$ cat src/hdl/miq_pkg.sv
// ----------------------------------------------------------------------------
// miq_pkg: shared types and codes for the middle insert queue.
// Holds operation and status codes, the controller state type and the
// command and status groups between the controller and the datapath.
// ----------------------------------------------------------------------------
`default_nettype none

package miq_pkg;

  typedef logic [1:0] kind_t;
  typedef logic [1:0] status_t;

  localparam kind_t KIND_PUSH = 2'd0;
  localparam kind_t KIND_POP  = 2'd1;
  localparam kind_t KIND_MID  = 2'd2;
  localparam kind_t KIND_RSVD = 2'd3;

  localparam status_t ST_OK    = 2'd0;
  localparam status_t ST_EMPTY = 2'd1;
  localparam status_t ST_FULL  = 2'd2;

  typedef enum logic [2:0] {
    S_IDLE,
    S_BAL,
    S_MOVE,
    S_EXEC,
    S_FINISH
  } state_t;

  // Commands from the controller to the datapath.
  typedef struct packed {
    logic load;      // capture the accepted item
    logic move_rd;   // read the head of the back ring
    logic move_wr;   // append that entry to the front ring
    logic exec;      // carry out the operation itself
    logic out_load;  // load the output register
  } cmd_t;

  // Status from the datapath to the controller.
  typedef struct packed {
    logic kind_valid;  // the captured kind is a real operation
    logic need_move;   // the front ring is shorter than the back ring
  } sts_t;

endpackage

`default_nettype wire

$ cat src/hdl/miq_ctrl.sv
// ----------------------------------------------------------------------------
// miq_ctrl: operation sequencer and output valid register.
// Steps each item through rebalance and execute as needed, then result load.
// ----------------------------------------------------------------------------
`default_nettype none

module miq_ctrl (
  input  wire logic           clk,
  input  wire logic           rst_n,
  input  wire logic           in_valid,
  output logic                in_stall,
  output logic                out_valid,
  input  wire logic           out_stall,
  input  wire miq_pkg::sts_t  sts,
  output miq_pkg::cmd_t       cmd
);

  miq_pkg::state_t state_r, state_nxt;
  logic            out_valid_r, out_valid_nxt;
  logic            out_free;

  assign out_free = !out_valid_r || !out_stall;

  always_comb begin
    state_nxt = state_r;
    unique case (state_r)
      miq_pkg::S_IDLE: begin
        if (in_valid) begin
          state_nxt = miq_pkg::S_BAL;
        end
      end
      miq_pkg::S_BAL: begin
        priority if (!sts.kind_valid) begin
          state_nxt = miq_pkg::S_FINISH;
        end else if (sts.need_move) begin
          state_nxt = miq_pkg::S_MOVE;
        end else begin
          state_nxt = miq_pkg::S_EXEC;
        end
      end
      miq_pkg::S_MOVE:   state_nxt = miq_pkg::S_EXEC;
      miq_pkg::S_EXEC:   state_nxt = miq_pkg::S_FINISH;
      miq_pkg::S_FINISH: begin
        if (out_free) begin
          state_nxt = miq_pkg::S_IDLE;
        end
      end
      default: state_nxt = miq_pkg::S_IDLE;
    endcase
  end

  always_comb begin
    cmd      = '0;
    in_stall = 1'b1;
    unique case (state_r)
      miq_pkg::S_IDLE: begin
        in_stall = 1'b0;
        cmd.load = in_valid;
      end
      miq_pkg::S_BAL:    cmd.move_rd  = sts.kind_valid && sts.need_move;
      miq_pkg::S_MOVE:   cmd.move_wr  = 1'b1;
      miq_pkg::S_EXEC:   cmd.exec     = 1'b1;
      miq_pkg::S_FINISH: cmd.out_load = out_free;
      default: begin
        cmd = '0;
      end
    endcase
  end

  always_comb begin
    out_valid_nxt = out_valid_r;
    priority if (cmd.out_load) begin
      out_valid_nxt = 1'b1;
    end else if (!out_stall) begin
      out_valid_nxt = 1'b0;
    end
  end

  always_ff @(posedge clk) begin
    if (!rst_n) begin
      state_r     <= miq_pkg::S_IDLE;
      out_valid_r <= 1'b0;
    end else begin
      state_r     <= state_nxt;
      out_valid_r <= out_valid_nxt;
    end
  end

  assign out_valid = out_valid_r;

endmodule

`default_nettype wire
$ cat config.mk
export PLATFORM = sky130hd
export DESIGN_NAME = miq_ctrl
export DESIGN_NICKNAME = d
export VERILOG_FILES = /design/src/hdl/miq_pkg.sv /design/src/hdl/miq_ctrl.sv
export SDC_FILE = /design/constraint.sdc
export NUM_CORES = 1
export LEC_CHECK = 0
export BUFFER_PORTS_ARGS = -buffer_cell sky130_fd_sc_hd__buf_2
export CAP_MARGIN = 20
export CELL_PAD_IN_SITES_DETAIL_PLACEMENT = 0
export CELL_PAD_IN_SITES_GLOBAL_PLACEMENT = 2
export CORE_AREA = 2 2 39 41
export DETAILED_ROUTE_END_ITERATION = 12
export DIE_AREA = 0 0 41 43
export PLACE_DENSITY = 0.72
export RECOVER_POWER = 100
export SYNTH_ARGS = -nofsm -noshare
export SYNTH_HDL_FRONTEND = slang
export SYNTH_SLANG_ARGS = --single-unit
$ cat constraint.sdc
create_clock -name clk -period 3.1 [get_ports clk]
set_input_delay 0.155 -clock clk [delete_from_list [all_inputs] [get_ports clk]]
set_output_delay 0.155 -clock clk [all_outputs]
set_load 0.02 [all_outputs]
==> flow_summary.json <==
{
  "tns_ns": 0,
  "p_leak_uw": 0.000133,
  "min_period_over_period_pct": 50.3,
  "synth-xor-area-share_pct": 0,
  "muxShareOfSynthArea_pct": 0,
  "root_buffer": "clkbuf_4",
  "place_ws_ns": 1.84,
  "critPathKind": "reg2out",
  "syn_inst": 28,
  "diodes": 0,
  "r2r-start": "state_r[1]$_SDFFE_PN0P_",
  "final-max-slew-violation-count": 0,
  "synth-simple-area-share_pct": 45.4,
  "synth_cell_types": 20,
  "antenna_found_initial": 0,
  "r2r-end": "state_r[0]$_SDFFE_PN0P_",
  "io_buffers": 12,
  "crit_start": "state_r[0]$_SDFFE_PN0P_",
  "hold_depth": 3,
  "cts_made_buffers": 3,
  "clock_latency_ns": 0.23,
  "cts_tree": "done",
  "die_w_um": 41,
  "rows": 14,
  "drive_gt1_share_pct": 23.8,
  "finalPower_uw": 158,
  "p_clk_share_pct": 41.3,
  "cp.required_ns": 2.94,
  "power-per-cell-area_mw_per_mm2": 497,
  "coreArea_sq_mm": 0.00138,
  "status": "completed",
  "postCtsResizedCells": 0,
  "min-delay-start": "rst_n",
  "critPathLaunchType": "register",
  "power_frac_seq_pct": 38.4,
  "htree_levels": 1,
  "slew-limit-headroom_pct": 83.2,
  "netSwitchingFraction_pct": 29.1,
  "ir_drop_uv": 97.2,
  "fin_nets": 50,
  "met1_usage_pct": 10.5,
  "critPathMaxFanout": 9,
  "fin_skew_ns": 0.00323,
  "gp_congestion": 0.696,
  "grt_first_pass_wirelength_um": 897,
  "grt_max_degree": 10,
  "reg2reg_depth": 2,
  "fillers": 171,
  "drt_pass1_iterations": 1,
  "remaining_drc_errors": 0,
  "drv_cap": 0,
  "crit_chain": "or3b_1, a21oi_1, clkbuf_1",
  "avgSynthCellArea_sq_um": 8.27,
  "final_util_pct": 23.0,
  "whs_endpoint": "out_valid$_SDFFE_PN0P_",
  "grt_pass1_vias": 227,
  "grt_use_met3_pct": 3.66,
  "die_height_um": 43,
  "synthesis.area_sq_um": 231,
  "clockBufferDepth": 2,
  "place_area_sq_um": 304,
  "max_slew.worst_pin.slew_ns": 0.253,
  "combPwrFrac_pct": 20.3,
  "cp.arrival_ns": 1.40,
  "finalInstanceArea_sq_um": 318,
  "cp_slowest_cell": "or3b_1",
  "ys_warn_count": 0,
  "finalHoldViolCount": 0,
  "drt_iter0_drc": 0,
  "postCtsHoldBufs": 0,
  "synth.ff_latch_count": 4,
  "period_needed_ns": 1.56,
  "synth_seq_area_share_pct": 34.6,
  "synthToLayoutAreaGrowth_pct": 37.3,
  "boundaryPins": 13,
  "overflow": 0,
  "start_util_pct": 16.7,
  "min_path_type": "in2reg",
  "die-area_sq_mm": 0.00176,
  "post_cts_buffers": 0,
  "rsz0062_at_grt": "false",
  "path_clk_slew_ns": 0.04,
  "layout_common_cells": "clkbuf_1, buf_2, dfxtp_1",
  "intPower_uw": 112,
  "syn_nets": 34,
  "reg2reg_slack_ns": 2.06,
  "cts_sinks": 4,
  "setup_ws_ns": 1.54,
  "cpPeakStageDelay_ns": 0.44,
  "avgRoutedWirePerCell_um": 8.83,
  "final_common_cell": "clkbuf_1",
  "synth_compound_area_share_pct": 13.5,
  "top_usage_layer": "met1",
  "max_freq_mhz": 641,
  "synth_top_family_by_area": "simple AND/OR/NAND/NOR gates",
  "setup_viol": 0,
  "post_drt_via_cell_ratio": 4.16,
  "gr-usage-all-layers_pct": 8.02,
  "power.switching_uw": 46.0,
  "routed_wl_um": 512,
  "met2_usage_pct": 8.75,
  "crit_path_end_kind": "primary output",
  "synth_fa_ha_area_share_pct": 0,
  "antenna_left": 0,
  "vias": 241,
  "dp_hpwl_um": 396
}
==> per-layer routing <==
metal	part of all wire (%)	vias up	routed length (um)
li1	-	126	-
met1	49	103	251
met2	39	12	201
met3	12	0	59
met4	0	0	0
met5	0	-	0
==> sequential cells by signal (all words and copies together), names as in the netlist <==
name	count
out_valid	1
state_r	3
==> cells in the mapped netlist <==
master	number	area, sq um
a211oi_1	1	7.51
a21oi_1	3	15.0
and2_2	1	7.51
and2b_2	1	8.76
and3_1	1	6.26
buf_4	1	7.51
dfxtp_1	4	80.1
inv_1	2	7.51
nand2_1	1	3.75
nand2b_1	2	12.5
nand3_1	1	5.00
nand3b_1	1	7.51
nor2_1	1	3.75
nor2b_1	1	6.26
nor3_1	1	5.00
nor3b_1	1	7.51
o32ai_1	1	8.76
or2b_1	1	7.51
or3_1	1	6.26
or3b_1	2	17.5
==> power groups by stage <==
stage | logic [uW] | clock network (uW) | registers, uW
after detailed placement | 34.0 | 0 | 61.8
after CTS | 34.1 | 70.1 | 60.9
after global placement | 34.7 | 0 | 61.5
after global routing | 35.6 | 73.6 | 62.1
after floorplan | 22.8 | 0 | 60.6
final | 32.0 | 65.3 | 60.7
==> final cells by class <==
cell class	instances	area [sq um]	share of cell area [%]
multi-input cells	21	136	42.9
repair buffers	12	51.3	16.1
inverters	2	7.51	2.36
well taps	16	20.0	6.30
clock buffers	3	22.5	7.09
flip-flops and latches	4	80.1	25.2
==> cell families after synthesis <==
logic type,after synthesis
AND/OR/NAND/NOR,16
AO/OA/AOI/OAI,5
flip-flops,4
buffers and inverters,3
==> worst max-delay path, delay by kind of cell, from the launching register on <==
kind                   cells  cell delay, ns
buffers and inverters      1            0.24
AND/OR/NAND/NOR            1            0.44
AO/OA/AOI/OAI              1            0.13
flip-flops                 1            0.37
==> worst max-delay path by stage <==
stage               endpoint  depth (start not counted)
global route          cmd[0]                          3
finish                cmd[0]                          3
floorplan             cmd[4]                          2
CTS                   cmd[0]                          3
detailed placement    cmd[0]                          3
global placement      cmd[0]                          3
==> through the flow <==
step	hold slack, ns	instances
floorplan	0.286	28
finish	0.182	58
global placement	0.434	55
CTS	0.172	58
global route	0.201	58
detailed placement	0.425	55
Note: power is estimated with default switching activity, not from simulation.
